File: config.mk
export PLATFORM = sky130hd
export DESIGN_NAME = two_class_priority_admission_flat
export DESIGN_NICKNAME = d
export VERILOG_FILES = /design/src/hw/rtl/tcpa_pkg.sv /design/src/hw/rtl/tcpa_req_if.sv /design/src/hw/rtl/tcpa_ram.sv /design/src/hw/rtl/two_class_priority_admission.sv /design/src/flat_wrapper.sv
export SDC_FILE = /design/constraint.sdc
export NUM_CORES = 1
export LEC_CHECK = 0
export ABC_AREA = 1
export BUFFER_PORTS_ARGS = -buffer_cell sky130_fd_sc_hd__buf_2
export CAP_MARGIN = 20
export CORE_MARGIN = 2
export CORE_UTILIZATION = 56
export CTS_CLUSTER_DIAMETER = 80
export DETAILED_ROUTE_END_ITERATION = 12
export PLACE_DENSITY = 0.7
export SYNTH_ARGS = -nofsm -noshare
export SYNTH_HDL_FRONTEND = slang
export SYNTH_SLANG_ARGS = --single-unit
File: constraint.sdc
create_clock -name clk -period 4.13 [get_ports clk]
set_clock_uncertainty 0.1 [all_clocks]
set_input_delay 0.2065 -clock clk [delete_from_list [all_inputs] [get_ports clk]]
set_output_delay 0.2065 -clock clk [all_outputs]
set_load 0.01 [all_outputs]
File: src/hw/rtl/tcpa_pkg.sv
// Shared types and constants of the two-class priority admission block.
`default_nettype none

package tcpa_pkg;

	// Width of the capacity register and of the occupancy count, and reset value of the capacity register.
	localparam int unsigned CAP_BITS = 8;
	localparam logic [CAP_BITS-1:0] CAP_RESET = 8'd2;

	// Request command codes.
	localparam logic CMD_ARRIVE = 1'b0;
	localparam logic CMD_DEPART = 1'b1;

	// Result status codes.
	typedef enum logic [1:0] {
		STATUS_NONE  = 2'd0,
		STATUS_ADMIT = 2'd1,
		STATUS_DROP  = 2'd2,
		STATUS_EMPTY = 2'd3
	} status_t;

	// Controller states: idle, or waiting for a queue head read.
	typedef enum logic {
		CTL_IDLE,
		CTL_READ
	} ctl_state_t;

endpackage

`default_nettype wire

File: src/hw/rtl/tcpa_req_if.sv
// Request and response channel interfaces of the two-class priority admission block.
`default_nettype none

interface tcpa_req_if #(
	parameter int unsigned ID_BITS = 16
);
	logic               valid;
	logic               ready;
	logic               cmd;
	logic               is_priority;
	logic [ID_BITS-1:0] client_id;

	modport source (output valid, cmd, is_priority, client_id, input ready);
	modport sink   (input valid, cmd, is_priority, client_id, output ready);
endinterface

interface tcpa_rsp_if #(
	parameter int unsigned ID_BITS  = 16,
	parameter int unsigned CAP_BITS = 8
);
	logic                valid;
	logic                ready;
	logic [1:0]          status;
	logic [ID_BITS-1:0]  admitted_id;
	logic                admitted_priority;
	logic [CAP_BITS-1:0] occupancy_now;

	modport source (output valid, status, admitted_id, admitted_priority, occupancy_now,
		input ready);
	modport sink   (input valid, status, admitted_id, admitted_priority, occupancy_now,
		output ready);
endinterface

`default_nettype wire

File: src/hw/rtl/tcpa_ram.sv
// Generic single-write, single-read synchronous RAM with registered read data.
`default_nettype none

module tcpa_ram #(
	parameter int unsigned WIDTH = 16,
	parameter int unsigned DEPTH = 16
) (
	input  wire logic                     clk,
	input  wire logic                     we,
	input  wire logic [$clog2(DEPTH)-1:0] waddr,
	input  wire logic [WIDTH-1:0]         wdata,
	input  wire logic                     re,
	input  wire logic [$clog2(DEPTH)-1:0] raddr,
	output      logic [WIDTH-1:0]         rdata
);

	logic [WIDTH-1:0] mem_q [DEPTH];

	always_ff @(posedge clk) begin
		if (we) begin
			mem_q[waddr] <= wdata;
		end
		if (re) begin
			rdata <= mem_q[raddr];
		end
	end

endmodule

`default_nettype wire

File: src/hw/rtl/two_class_priority_admission.sv
// Top level of the two-class strict-priority admission controller.
//
// Channel     Dir  Handshake      Payload
// req         in   valid/ready    cmd, is_priority, client_id
// rsp         out  valid/ready    status, admitted_id, admitted_priority, occupancy_now
// capacity    in   capacity_we    capacity_wdata (8 bits, no read-back)
//
// For an arrival, a dropped arrival and any departure that admits nobody, the result
// is registered at the edge that accepts the request. A departure that admits a
// waiting client passes through the read state first, because the queue head comes
// out of a synchronous RAM with registered read data. Reset clears occupancy, both queue
// pointers and the controller; the queue RAMs hold no reset. The next request is
// taken in the cycle the result is taken, so a stalled response stalls requests.
`default_nettype none

module two_class_priority_admission #(
	parameter int unsigned QUEUE_DEPTH = 16,
	parameter int unsigned ID_BITS     = 16
) (
	input  wire logic                        clk,
	input  wire logic                        arst_n,
	tcpa_req_if.sink                         req,
	tcpa_rsp_if.source                       rsp,
	input  wire logic                        capacity_we,
	input  wire logic [tcpa_pkg::CAP_BITS-1:0] capacity_wdata
);

	localparam int unsigned PTR_W = $clog2(QUEUE_DEPTH);
	localparam int unsigned CNT_W = $clog2(QUEUE_DEPTH + 1);
	localparam int unsigned OCC_W = tcpa_pkg::CAP_BITS;

	// Architectural state: capacity, occupancy and the head/count pair of each queue.
	logic [OCC_W-1:0] cap_q;
	logic [OCC_W-1:0] occ_q;
	logic [PTR_W-1:0] p_head_q;
	logic [CNT_W-1:0] p_cnt_q;
	logic [PTR_W-1:0] n_head_q;
	logic [CNT_W-1:0] n_cnt_q;

	tcpa_pkg::ctl_state_t state_q, state_d;
	logic                 pend_pri_q;

	// Response register.
	logic                  out_valid_q;
	tcpa_pkg::status_t     out_status_q;
	logic [ID_BITS-1:0]    out_id_q;
	logic                  out_pri_q;
	logic [OCC_W-1:0]      out_occ_q;

	// Queue RAM ports.
	logic               p_we, n_we, p_re, n_re;
	logic [PTR_W-1:0]   wr_addr;
	logic [ID_BITS-1:0] p_rdata, n_rdata;

	// Decode of the request against the current state.
	logic               accept;
	logic               is_dep;
	logic               room;
	logic               p_empty, n_empty;
	logic               go;
	logic [CNT_W-1:0]   push_cnt;
	logic [PTR_W-1:0]   push_head;
	logic               push_full;
	logic [PTR_W:0]     tail_sum;
	logic               occ_zero;
	logic [OCC_W-1:0]   occ_dec;
	logic               pop;
	logic               pop_pri;
	logic [PTR_W-1:0]   pop_head;
	logic [PTR_W-1:0]   pop_head_next;

	// A request is taken only while no head read is pending and the response
	// register is free or is being emptied at this edge. That interlock also keeps
	// a push from ever meeting a pop of the same queue in flight.
	assign req.ready = (state_q == tcpa_pkg::CTL_IDLE) && (!out_valid_q || rsp.ready);
	assign accept    = req.valid && req.ready;
	assign is_dep    = (req.cmd == tcpa_pkg::CMD_DEPART);

	always_comb begin
		room    = occ_q < cap_q;
		p_empty = (p_cnt_q == '0);
		n_empty = (n_cnt_q == '0);

		// A high-priority arrival passes only an empty high-priority queue; a normal
		// arrival must also find the normal queue empty.
		go = room && p_empty && (req.is_priority || n_empty);

		push_cnt  = req.is_priority ? p_cnt_q : n_cnt_q;
		push_head = req.is_priority ? p_head_q : n_head_q;
		push_full = (push_cnt == CNT_W'(QUEUE_DEPTH));

		// Tail slot is head plus count, wrapped once around the queue depth.
		tail_sum = {1'b0, push_head} + (PTR_W + 1)'(push_cnt);
		if (tail_sum >= (PTR_W + 1)'(QUEUE_DEPTH)) begin
			wr_addr = PTR_W'(tail_sum - (PTR_W + 1)'(QUEUE_DEPTH));
		end else begin
			wr_addr = tail_sum[PTR_W-1:0];
		end

		// A departure frees one place and hands it to a waiting client only if the
		// room is then below capacity; the high-priority queue goes first.
		occ_zero = (occ_q == '0);
		occ_dec  = occ_q - OCC_W'(1);
		pop      = !occ_zero && (occ_dec < cap_q) && (!p_empty || !n_empty);
		pop_pri  = !p_empty;
		pop_head = pop_pri ? p_head_q : n_head_q;
		if (pop_head == PTR_W'(QUEUE_DEPTH - 1)) begin
			pop_head_next = '0;
		end else begin
			pop_head_next = pop_head + PTR_W'(1);
		end

		p_we = accept && !is_dep && !go && !push_full && req.is_priority;
		n_we = accept && !is_dep && !go && !push_full && !req.is_priority;
		p_re = accept && is_dep && pop && pop_pri;
		n_re = accept && is_dep && pop && !pop_pri;
	end

	tcpa_ram #(
		.WIDTH (ID_BITS),
		.DEPTH (QUEUE_DEPTH)
	) u_p_ram (
		.clk   (clk),
		.we    (p_we),
		.waddr (wr_addr),
		.wdata (req.client_id),
		.re    (p_re),
		.raddr (p_head_q),
		.rdata (p_rdata)
	);

	tcpa_ram #(
		.WIDTH (ID_BITS),
		.DEPTH (QUEUE_DEPTH)
	) u_n_ram (
		.clk   (clk),
		.we    (n_we),
		.waddr (wr_addr),
		.wdata (req.client_id),
		.re    (n_re),
		.raddr (n_head_q),
		.rdata (n_rdata)
	);

	// Controller: a departure that pops waits in the read state for the
	// RAM data, then the response register is loaded from it.
	always_comb begin
		state_d = state_q;
		unique case (state_q)
			tcpa_pkg::CTL_IDLE: begin
				if (accept && is_dep && pop) begin
					state_d = tcpa_pkg::CTL_READ;
				end
			end
			tcpa_pkg::CTL_READ: begin
				state_d = tcpa_pkg::CTL_IDLE;
			end
			default: begin
				state_d = tcpa_pkg::CTL_IDLE;
			end
		endcase
	end

	always_ff @(posedge clk or negedge arst_n) begin
		if (!arst_n) begin
			state_q <= tcpa_pkg::CTL_IDLE;
		end else begin
			state_q <= state_d;
		end
	end

	// Capacity register. The user must write it only while the block is idle; the block does not enforce this.
	always_ff @(posedge clk or negedge arst_n) begin
		if (!arst_n) begin
			cap_q <= tcpa_pkg::CAP_RESET;
		end else if (capacity_we) begin
			cap_q <= capacity_wdata;
		end
	end

	// Occupancy and queue pointers are updated at the accepting edge.
	always_ff @(posedge clk or negedge arst_n) begin
		if (!arst_n) begin
			occ_q    <= '0;
			p_head_q <= '0;
			p_cnt_q  <= '0;
			n_head_q <= '0;
			n_cnt_q  <= '0;
		end else if (accept) begin
			if (!is_dep) begin
				if (go) begin
					occ_q <= occ_q + OCC_W'(1);
				end else if (!push_full) begin
					if (req.is_priority) begin
						p_cnt_q <= p_cnt_q + CNT_W'(1);
					end else begin
						n_cnt_q <= n_cnt_q + CNT_W'(1);
					end
				end
			end else if (!occ_zero) begin
				if (pop) begin
					// One leaves and one enters: occupancy is unchanged.
					if (pop_pri) begin
						p_head_q <= pop_head_next;
						p_cnt_q  <= p_cnt_q - CNT_W'(1);
					end else begin
						n_head_q <= pop_head_next;
						n_cnt_q  <= n_cnt_q - CNT_W'(1);
					end
				end else begin
					occ_q <= occ_dec;
				end
			end
		end
	end

	// Response valid flag.
	always_ff @(posedge clk or negedge arst_n) begin
		if (!arst_n) begin
			out_valid_q <= 1'b0;
			pend_pri_q  <= 1'b0;
		end else begin
			if (state_q == tcpa_pkg::CTL_READ) begin
				out_valid_q <= 1'b1;
			end else if (accept) begin
				out_valid_q <= !(is_dep && pop);
				pend_pri_q  <= pop_pri;
			end else if (rsp.ready) begin
				out_valid_q <= 1'b0;
			end
		end
	end

	// Response payload. The occupancy after a popping departure is its value
	// before the request, so it is stored already at the accepting edge.
	always_ff @(posedge clk) begin
		if (state_q == tcpa_pkg::CTL_READ) begin
			out_status_q <= tcpa_pkg::STATUS_ADMIT;
			out_id_q     <= pend_pri_q ? p_rdata : n_rdata;
			out_pri_q    <= pend_pri_q;
		end else if (accept) begin
			out_status_q <= tcpa_pkg::STATUS_NONE;
			out_id_q     <= '0;
			out_pri_q    <= 1'b0;
			out_occ_q    <= occ_q;
			if (!is_dep) begin
				if (go) begin
					out_status_q <= tcpa_pkg::STATUS_ADMIT;
					out_id_q     <= req.client_id;
					out_pri_q    <= req.is_priority;
					out_occ_q    <= occ_q + OCC_W'(1);
				end else if (push_full) begin
					out_status_q <= tcpa_pkg::STATUS_DROP;
				end
			end else if (occ_zero) begin
				out_status_q <= tcpa_pkg::STATUS_EMPTY;
			end else if (!pop) begin
				out_occ_q <= occ_dec;
			end
		end
	end

	assign rsp.valid             = out_valid_q;
	assign rsp.status            = out_status_q;
	assign rsp.admitted_id       = out_id_q;
	assign rsp.admitted_priority = out_pri_q;
	assign rsp.occupancy_now     = out_occ_q;

endmodule

`default_nettype wire

File: src/flat_wrapper.sv
// flat-port wrapper written by rule: the top's interface ports become plain ports
module two_class_priority_admission_flat import tcpa_pkg::*;
#(
	parameter int unsigned QUEUE_DEPTH = 16,
	parameter int unsigned ID_BITS     = 16
)
  (clk, arst_n, capacity_we, capacity_wdata, req_valid, req_cmd, req_is_priority, req_client_id, req_ready, rsp_valid, rsp_status, rsp_admitted_id, rsp_admitted_priority, rsp_occupancy_now, rsp_ready);
  tcpa_req_if #(.ID_BITS(ID_BITS)) req_i ();
  tcpa_rsp_if #(.ID_BITS(ID_BITS), .CAP_BITS(CAP_BITS)) rsp_i ();
  input  wire logic clk;
  input  wire logic arst_n;
  input  wire logic capacity_we;
  input  wire logic [tcpa_pkg::CAP_BITS-1:0] capacity_wdata;
  input wire logic [$bits(req_i.valid)-1:0] req_valid;
  input wire logic [$bits(req_i.cmd)-1:0] req_cmd;
  input wire logic [$bits(req_i.is_priority)-1:0] req_is_priority;
  input wire logic [$bits(req_i.client_id)-1:0] req_client_id;
  output wire logic [$bits(req_i.ready)-1:0] req_ready;
  output wire logic [$bits(rsp_i.valid)-1:0] rsp_valid;
  output wire logic [$bits(rsp_i.status)-1:0] rsp_status;
  output wire logic [$bits(rsp_i.admitted_id)-1:0] rsp_admitted_id;
  output wire logic [$bits(rsp_i.admitted_priority)-1:0] rsp_admitted_priority;
  output wire logic [$bits(rsp_i.occupancy_now)-1:0] rsp_occupancy_now;
  input wire logic [$bits(rsp_i.ready)-1:0] rsp_ready;
  assign req_i.valid = req_valid;
  assign req_i.cmd = req_cmd;
  assign req_i.is_priority = req_is_priority;
  assign req_i.client_id = req_client_id;
  assign req_ready = req_i.ready;
  assign rsp_valid = rsp_i.valid;
  assign rsp_status = rsp_i.status;
  assign rsp_admitted_id = rsp_i.admitted_id;
  assign rsp_admitted_priority = rsp_i.admitted_priority;
  assign rsp_occupancy_now = rsp_i.occupancy_now;
  assign rsp_i.ready = rsp_ready;
  two_class_priority_admission #(.QUEUE_DEPTH(QUEUE_DEPTH), .ID_BITS(ID_BITS)) u_core (.clk(clk), .arst_n(arst_n), .req(req_i), .rsp(rsp_i), .capacity_we(capacity_we), .capacity_wdata(capacity_wdata));
endmodule
# ---- Yosys cells after proc, flatten, opt, wreduce, memory -nomap -nowiden
# Memories as Yosys holds them, arrays and structs flattened. A register that Yosys moved wholly into a read port is not among the register bits.
# Index checks and enable logic that the tools add are counted.
dict set report totals {
  regBits 64
  ramBits 512
  out_inout_bits 29
  elab_cells 123
  n_memories 2
}
# memory depth word_bits read_ports rd_clocked_by_memory_dff wr line_no
set mem_list {}
lappend mem_list {u_core.u_n_ram.mem_q 16 16 1 1 1 tcpa_ram.sv:17} ;# logic [WIDTH-1:0] mem_q [DEPTH];
lappend mem_list {u_core.u_p_ram.mem_q 16 16 1 1 1 tcpa_ram.sv:17}
dict set report op_classes {
  n_addsub 9
  magnitude_cmp 3
  eq_ne 9
  mux 45
  bitwise 3
  reduce_logical 39
}
# op n
set op_table {}
lappend op_table {{16-bit 2-to-1 mux} 5}
lappend op_table {{5-bit 2-to-1 mux} 15}
lappend op_table {{8-bit 2-to-1 mux} 4}
lappend op_table {{1-bit logical AND} 16}
lappend op_table {{8-bit less-than comparator} 2}
lappend op_table {{4-bit 2-to-1 mux} 4}
lappend op_table {{7-bit AND reduction} 2}
lappend op_table {{1-bit 2-to-1 mux} 12}
lappend op_table {{5-bit by 1-bit adder with 5-bit output (second input constant)} 2}
lappend op_table {{5-bit logical NOT} 2}
lappend op_table {{2-bit != test (second input constant)} 5}
lappend op_table {{5-bit AND reduction} 2}
lappend op_table {{5-bit by 1-bit subtractor with 5-bit output (second input constant)} 2}
lappend op_table {{1-bit logical NOT} 9}
lappend op_table {{8-bit by 1-bit adder with 8-bit output (second input constant)} 1}
lappend op_table {{8-bit logical NOT} 1}
lappend op_table {{2-bit 2-to-1 mux} 4}
lappend op_table {{8-bit by 1-bit subtractor with 8-bit output (second input constant)} 1}
lappend op_table {{4-bit by 5-bit adder with 5-bit output} 1}
lappend op_table {{5-bit equality test (second input constant)} 1}
lappend op_table {{5-bit >= comparator (second input constant)} 1}
lappend op_table {{4-bit by 1-bit adder with 4-bit output (second input constant)} 1}
lappend op_table {{4-bit equality test (second input constant)} 1}
lappend op_table {{2-bit by 1-bit != test with 1-bit output (second input constant)} 2}
lappend op_table {{7 further kinds} 12}

# ---- Longest topological paths before layout
dict set report logic_depth {
  ltp_word 10
  depth_mapped 20
}

# ---- Modules after synthesis
# From an unflattened synthesis, not the netlist that was laid out.
dict set report hier_totals {
  cells_unflattened 2722
  area_unflattened_um2 27523.9
}
# mod instances cells_each area_per_inst_um2 seq_area_each_um2
set modules_own_cells {}
lappend modules_own_cells {tcpa_ram 2 1074 11541.1 8167.8}
lappend modules_own_cells {two_class_priority_admission 1 574 4441.8 1717.9}

# ---- Worst setup path after synthesis
# No wires, ideal clock.
dict set report synth_path {
  path_kind {register to register}
  from {reg u_core.n_head_q[0]}
  to {mem u_core.u_p_ram.mem_q[10][0], enable pin}
  arrival_time_ns 3.289
  slack_ns 0.352
  stages_incl_launch_ff 13
  n_path_buf 3
  synth_period_minus_slack_ns 3.778
  path_cell_list {dfrtp_1 buf_2 inv_1 clkbuf_1 buf_2 o21ai_0 ha_1 fa_1 xnor2_1 inv_1 nor2_1 nand2_1 nor2_1}
}
dict set report synth_between {
  elab_chain_len 4
  word_cells_on_any_way 5
  cone_classes {add/sub: 2; order compare: 1; mux: 2}
}
# item line_no
set synth_rtl {}
lappend synth_rtl {{start, declared} two_class_priority_admission.sv:37} ;# logic [PTR_W-1:0] n_head_q;
lappend synth_rtl {{start signal, assigned} two_class_priority_admission.sv:207} ;# n_head_q <= pop_head_next;
lappend synth_rtl {{4-bit 2-to-1 mux (*)} two_class_priority_admission.sv:89} ;# push_head = req.is_priority ? p_head_q : n_head_q;
lappend synth_rtl {{4-bit by 5-bit adder with 5-bit output (*)} two_class_priority_admission.sv:93} ;# tail_sum = {1'b0, push_head} + (PTR_W + 1)'(push_cnt);
lappend synth_rtl {{4-bit by 1-bit subtractor with 4-bit output or 5-bit >= comparator (tied branches)} {two_class_priority_admission.sv:95, two_class_priority_admission.sv:94}}
lappend synth_rtl {{4-bit 2-to-1 mux (*)} two_class_priority_admission.sv:94} ;# if (tail_sum >= (PTR_W + 1)'(QUEUE_DEPTH)) begin
lappend synth_rtl {{end, declared} tcpa_ram.sv:17}
# Every way passes the cells marked *; elsewhere a longest branch is shown, timed or not.

# ---- Worst setup path after layout
dict set report layout_path {
  from {reg u_core.occ_q[2]}
  to {reg u_core.u_p_ram.rdata[15], read port of u_core.u_p_ram.mem_q, enable pin}
}
dict set report layout_between {
  elab_chain_len 6
  word_cells_on_any_way 8
  cone_classes {add/sub: 1; order compare: 1; reduce/logical: 6}
}
# item line_no
set layout_rtl {}
lappend layout_rtl {{start, declared} two_class_priority_admission.sv:34} ;# logic [OCC_W-1:0] occ_q;
lappend layout_rtl {{start signal, assigned} two_class_priority_admission.sv:192} ;# occ_q <= occ_q + OCC_W'(1);
lappend layout_rtl {{8-bit by 1-bit subtractor with 8-bit output or 8-bit logical NOT (tied branches)} {two_class_priority_admission.sv:103, two_class_priority_admission.sv:102}}
lappend layout_rtl {{8-bit less-than comparator or 1-bit logical NOT (tied branches)} two_class_priority_admission.sv:104} ;# pop = !occ_zero && (occ_dec < cap_q) && (!p_empty || !n_empty);
lappend layout_rtl {{1-bit logical AND (*) (2 in series)} two_class_priority_admission.sv:104}
lappend layout_rtl {{1-bit logical AND (*) (2 in series)} two_class_priority_admission.sv:115} ;# p_re = accept && is_dep && pop && pop_pri;
lappend layout_rtl {{net u_core.p_re} two_class_priority_admission.sv:51} ;# logic p_we, n_we, p_re, n_re;
lappend layout_rtl {{end, declared} tcpa_ram.sv:14} ;# output logic [WIDTH-1:0] rdata
# The timed path passes the listed nets; every way through them passes the cells marked *.
# A chain may end at the register's enable or synchronous reset.

==> metrics.txt <==
# TYPE chip_impl_metric gauge
chip_impl_metric{name="final_non_filler_cell_total",unit=""} 2692
chip_impl_metric{name="min_path_cells",unit=""} 1
chip_impl_metric{name="asyncSetResetFlopFracSynth",unit="%"} 6.09
chip_impl_metric{name="crit_fanout",unit=""} 16
chip_impl_metric{name="areaGrowthSynthToFinish",unit="%"} 12.3
chip_impl_info{name="worst_setup_path_start_kind",value="register"} 1
chip_impl_metric{name="power_per_cell_area",unit="mW/mm^2"} 656
chip_impl_info{name="timing.critical_path.mode_cell",value="sky130_fd_sc_hd__inv_1"} 1
chip_impl_metric{name="numCtsBuffers",unit=""} 59
chip_impl_info{name="rsz0062_at_grt",value="no"} 1
chip_impl_metric{name="n_fill_cell",unit=""} 3274
chip_impl_metric{name="timing.reg2reg.worst_path_depth",unit=""} 16
chip_impl_metric{name="grt.total_usage",unit="%"} 26.7
chip_impl_info{name="r2r-start",value="u_core.occ_q[2]$_DFFE_PN0P_"} 1
chip_impl_metric{name="synth_nets",unit=""} 2027
chip_impl_metric{name="hold_violations",unit=""} 0
chip_impl_metric{name="yosysWarnings",unit=""} 0
chip_impl_metric{name="finalSetupViolCount",unit=""} 0
chip_impl_metric{name="drc",unit=""} 0
chip_impl_metric{name="share_of_layout_cells_above_drive_strength_1",unit="%"} 12.4
chip_impl_info{name="worstSetupPathType",value="register to register"} 1
chip_impl_metric{name="cts_repair_resize_count",unit=""} 0
chip_impl_info{name="root_buffer",value="sky130_fd_sc_hd__clkbuf_16"} 1
chip_impl_metric{name="initialDrtViolationCount",unit=""} 2198
chip_impl_info{name="run_status",value="completed"} 1
chip_impl_metric{name="io_pins",unit=""} 60
chip_impl_metric{name="syn_area",unit="sq mm"} 0.0253
chip_impl_metric{name="fmax",unit="MHz"} 284
chip_impl_metric{name="dp_hpwl",unit="um"} 37600
chip_impl_metric{name="tightest_pin_transition",unit="ns"} 1.02
chip_impl_metric{name="initial_antenna_violation_count",unit=""} 0
chip_impl_metric{name="cap_viol_max_count",unit=""} 0
chip_impl_info{name="worstReg2RegEnd",value="u_core.u_p_ram.rdata[15]$_DFFE_PP_"} 1
chip_impl_metric{name="seq_area_frac_synth",unit="%"} 71.3
chip_impl_metric{name="place_inst",unit=""} 2554
chip_impl_metric{name="layout_min_cycle_time",unit="ns"} 3.52
chip_impl_metric{name="clkTransAtPathRegs",unit="ns"} 0.06
chip_impl_metric{name="total_wirelength_of_the_detailed_routed_design",unit="um"} 62500
chip_impl_metric{name="maximum_resistive_drop_on_vdd",unit="V"} 0.000454
chip_impl_metric{name="place.gp.congestion",unit=""} 0.895
chip_impl_metric{name="hold-worst-slack",unit="ns"} 0.0731
chip_impl_metric{name="grt_start_max_net_pins",unit=""} 132
chip_impl_metric{name="p_leak",unit="nW"} 9.90
chip_impl_metric{name="initial_core_util",unit="%"} 57.0
chip_impl_metric{name="slew_viol_final",unit=""} 0
chip_impl_metric{name="clock_insertion_delay_worst_skew",unit="ns"} 0.63
chip_impl_metric{name="grt_remaining_overflow",unit=""} 0
chip_impl_metric{name="route.detailed.wl_per_inst",unit="um"} 23.2
chip_impl_metric{name="htreeDepth",unit=""} 2
chip_impl_metric{name="number_of_enable_type_register_cells_in_the_synthesized_netlist",unit=""} 569
chip_impl_metric{name="first_global_vias",unit=""} 15900
chip_impl_info{name="timing.critical_path.cells",value="inv_1, nand2_1, nor2_1, nand2_1, xor2_1, inv_1, ha_1, nand2_1, inv_1, a21oi_1, nand2_2, nor2_8, nand3_4, nor2_4, nand2_2, inv_1"} 1
chip_impl_info{name="cpMaxStageDelayCell",value="sky130_fd_sc_hd__inv_1"} 1
chip_impl_metric{name="finalSetupTns",unit="ns"} 0
chip_impl_metric{name="port-buffer-count",unit=""} 59
chip_impl_info{name="origin_of_the_worst_setup_path",value="u_core.occ_q[2]$_DFFE_PN0P_"} 1
chip_impl_metric{name="synth.distinct_cells",unit=""} 47
chip_impl_metric{name="cts.path.max_buffers",unit=""} 3
chip_impl_metric{name="num_vias",unit=""} 16400
chip_impl_metric{name="cp.required",unit="ns"} 4.28
chip_impl_metric{name="crit_arrival",unit="ns"} 3.68
chip_impl_metric{name="final_min_period_over_clock_period",unit="%"} 85.3
chip_impl_metric{name="synthCells",unit=""} 1966
chip_impl_metric{name="antennaDiodeCount",unit=""} 0
chip_impl_info{name="timing.hold.worst_endpoint",value="u_core.u_p_ram.mem_q[4][15]$_DFFE_PP_"} 1
chip_impl_metric{name="place_ws",unit="ns"} 0.647
chip_impl_metric{name="yosys_register_bits",unit=""} 608
chip_impl_metric{name="fp.dieW",unit="um"} 217
chip_impl_metric{name="coreArea",unit="sq mm"} 0.0444
chip_impl_info{name="hold_start",value="req_client_id[15]"} 1
chip_impl_metric{name="die-area",unit="sq mm"} 0.0470
chip_impl_metric{name="dr.pass1.iters",unit=""} 5
chip_impl_metric{name="worst_slack",unit="ns"} 0.606
chip_impl_metric{name="r2r_slack",unit="ns"} 0.61
chip_impl_metric{name="fp.dieH",unit="um"} 217
chip_impl_info{name="synth_ff_type",value="sky130_fd_sc_hd__edfxtp_1"} 1
chip_impl_metric{name="design.final.nets",unit=""} 2111
chip_impl_metric{name="drtAntennaViolNets",unit=""} 0
chip_impl_metric{name="rows",unit=""} 77
chip_impl_metric{name="critical_path.max_stage_delay",unit="ns"} 0.51
chip_impl_info{name="worst_setup_path_end_kind",value="register"} 1
chip_impl_metric{name="grt_first_pass_wirelength",unit="um"} 93900
chip_impl_metric{name="timing.slew.headroom",unit="%"} 31.8
chip_impl_metric{name="cts.sinks",unit=""} 608
chip_impl_info{name="worst_hold_path_type",value="input port to register"} 1
chip_impl_metric{name="drt-vias-per-instance",unit=""} 6.10
chip_impl_metric{name="post_synth.cell_area_avg",unit="sq um"} 12.9
chip_impl_info{name="tritoncts_clock_tree",value="done"} 1
## flip-flops by register name (all words and copies together), names as in the netlist
register	cells
u_core.u_n_ram.mem_q	256
u_core.n_head_q	4
u_core.rsp.admitted_priority	1
u_core.rsp.status	2
u_core.u_n_ram.rdata	16
u_core.n_cnt_q	5
u_core.rsp.valid	1
u_core.rsp.occupancy_now	8
u_core.pend_pri_q	1
u_core.state_q	1
u_core.rsp.admitted_id	16
u_core.occ_q	8
u_core.u_p_ram.mem_q	256
u_core.p_head_q	4
u_core.u_p_ram.rdata	16
u_core.cap_q	8
u_core.p_cnt_q	5
## area by class of cell
type | count | area (sq um) | share of cell area (%)
clock buffers | 77 | 1600 | 5.61
flip-flops and latches | 608 | 18100 | 63.5
well taps | 592 | 741 | 2.60
multi-input cells | 1169 | 6500 | 22.8
clock inverters | 34 | 251 | 0.884
repair buffers | 144 | 1030 | 3.61
inverters | 68 | 259 | 0.911
## power breakdown
group          switching (mW)  leakage, nW  internal (mW)
Combinational            4.16         3.38           1.69
Sequential              0.315         5.61           7.33
Clock                    2.25        0.904           2.90
Total                    6.73         9.90           11.9
## cells in the final DEF, fill, tap and decap left out, types with 16 or more instances in the layout
cell type                       netlist  layout
sky130_fd_sc_hd__buf_2               21      59
sky130_fd_sc_hd__buf_4                2      56
sky130_fd_sc_hd__clkbuf_16            0      61
sky130_fd_sc_hd__dfrtp_1             36      31
sky130_fd_sc_hd__dlygate4sd3_1        0      27
sky130_fd_sc_hd__edfxtp_1           569     569
sky130_fd_sc_hd__ha_1                27      27
sky130_fd_sc_hd__inv_1               59      56
sky130_fd_sc_hd__mux2i_1             43      43
sky130_fd_sc_hd__nand2_1            210     210
sky130_fd_sc_hd__nand3_1             61      61
sky130_fd_sc_hd__nor2_1             298     298
sky130_fd_sc_hd__o211ai_1            25      25
sky130_fd_sc_hd__o21ai_0            239     239
sky130_fd_sc_hd__o21ai_1             16      16
sky130_fd_sc_hd__o221ai_1            94      94
sky130_fd_sc_hd__o22ai_1             38      38
## routing by layer
metal	part of all wire, %	track usage (%)	vias up
met2	46	41.2	798
met5	0	0	-
met3	9.5	6.04	114
met1	41	37.7	8056
li1	-	-	7448
met4	3.0	9.57	0
## worst max path at each step
stage | endpoint | depth (start not counted)
after floorplan | u_core.u_p_ram.mem_q[10][0]$_DFFE_PP_ | 12
after global placement | u_core.u_p_ram.rdata[15]$_DFFE_PP_ | 16
after detailed placement | u_core.u_p_ram.rdata[0]$_DFFE_PP_ | 16
after CTS | u_core.u_p_ram.rdata[1]$_DFFE_PP_ | 16
after global routing | u_core.u_p_ram.rdata[8]$_DFFE_PP_ | 16
final | u_core.u_p_ram.rdata[15]$_DFFE_PP_ | 16
## synth_stat cells (4+ instances only)
master	count	area share (%)
sky130_fd_sc_hd__nor2_2	8	0.20
sky130_fd_sc_hd__nand2_1	210	3.1
sky130_fd_sc_hd__xnor2_1	7	0.24
sky130_fd_sc_hd__edfxtp_1	569	67
sky130_fd_sc_hd__nor3_1	10	0.20
sky130_fd_sc_hd__ha_1	27	1.3
sky130_fd_sc_hd__o211ai_1	25	0.74
sky130_fd_sc_hd__nor2_1	298	4.4
sky130_fd_sc_hd__buf_2	21	0.41
sky130_fd_sc_hd__dfrtp_1	36	3.6
sky130_fd_sc_hd__o22ai_1	38	0.94
sky130_fd_sc_hd__inv_1	59	0.87
sky130_fd_sc_hd__inv_2	8	0.12
sky130_fd_sc_hd__o21ai_1	16	0.32
sky130_fd_sc_hd__nand4_1	12	0.30
sky130_fd_sc_hd__clkbuf_1	84	1.2
sky130_fd_sc_hd__o221ai_1	94	3.3
sky130_fd_sc_hd__nor2_4	4	0.18
sky130_fd_sc_hd__xor2_1	14	0.48
sky130_fd_sc_hd__o32ai_1	12	0.41
sky130_fd_sc_hd__nand3_1	61	1.2
sky130_fd_sc_hd__o21ai_0	239	4.7
sky130_fd_sc_hd__buf_1	10	0.15
sky130_fd_sc_hd__nand2_2	13	0.32
sky130_fd_sc_hd__nand2_4	4	0.18
sky130_fd_sc_hd__a21oi_1	12	0.24
sky130_fd_sc_hd__mux2i_1	43	1.7
sky130_fd_sc_hd__nand3_4	5	0.35
## logic make-up (layout without fill, tap and decap cells)
group,count (synthesis),count (layout),share of synthesized area [%]
AOI/OAI and AO/OA,445,445,11.0
and+or+nand+nor,629,629,10.6
muxes,44,44,1.74
buffers and inverters,189,323,3.08
DFF,608,608,71.3
xor gates and xnor gates,21,21,0.726
adders and majority gates,30,30,1.57
## critical path: cells and delay by family, from the launching register on
family / cells / cell delay (ns)
AND/OR/NAND/NOR: 9 / 1.17
buffers and inverters: 4 / 0.76
flip-flops: 1 / 0.49
adder cells (fa/ha/maj): 1 / 0.27
XOR/XNOR: 1 / 0.18
AO/OA/AOI/OAI: 1 / 0.18
## what timing repair did
action,CTS,global route
buffers inserted,0,0
hold endpoints to repair,54,0
hold buffers,27,0
## per-stage QoR
step                      area, sq um  util (%)  power [mW]
final                           28400      64.0        18.6
after global routing            28400      64.0        19.5
after CTS                       28400      64.0        18.6
after detailed placement        26300      59.3        13.4
after global placement          26300      59.3        13.3
after floorplan                 25300         -        11.5
No activity file was read; power rests on OpenSTA's default activity.
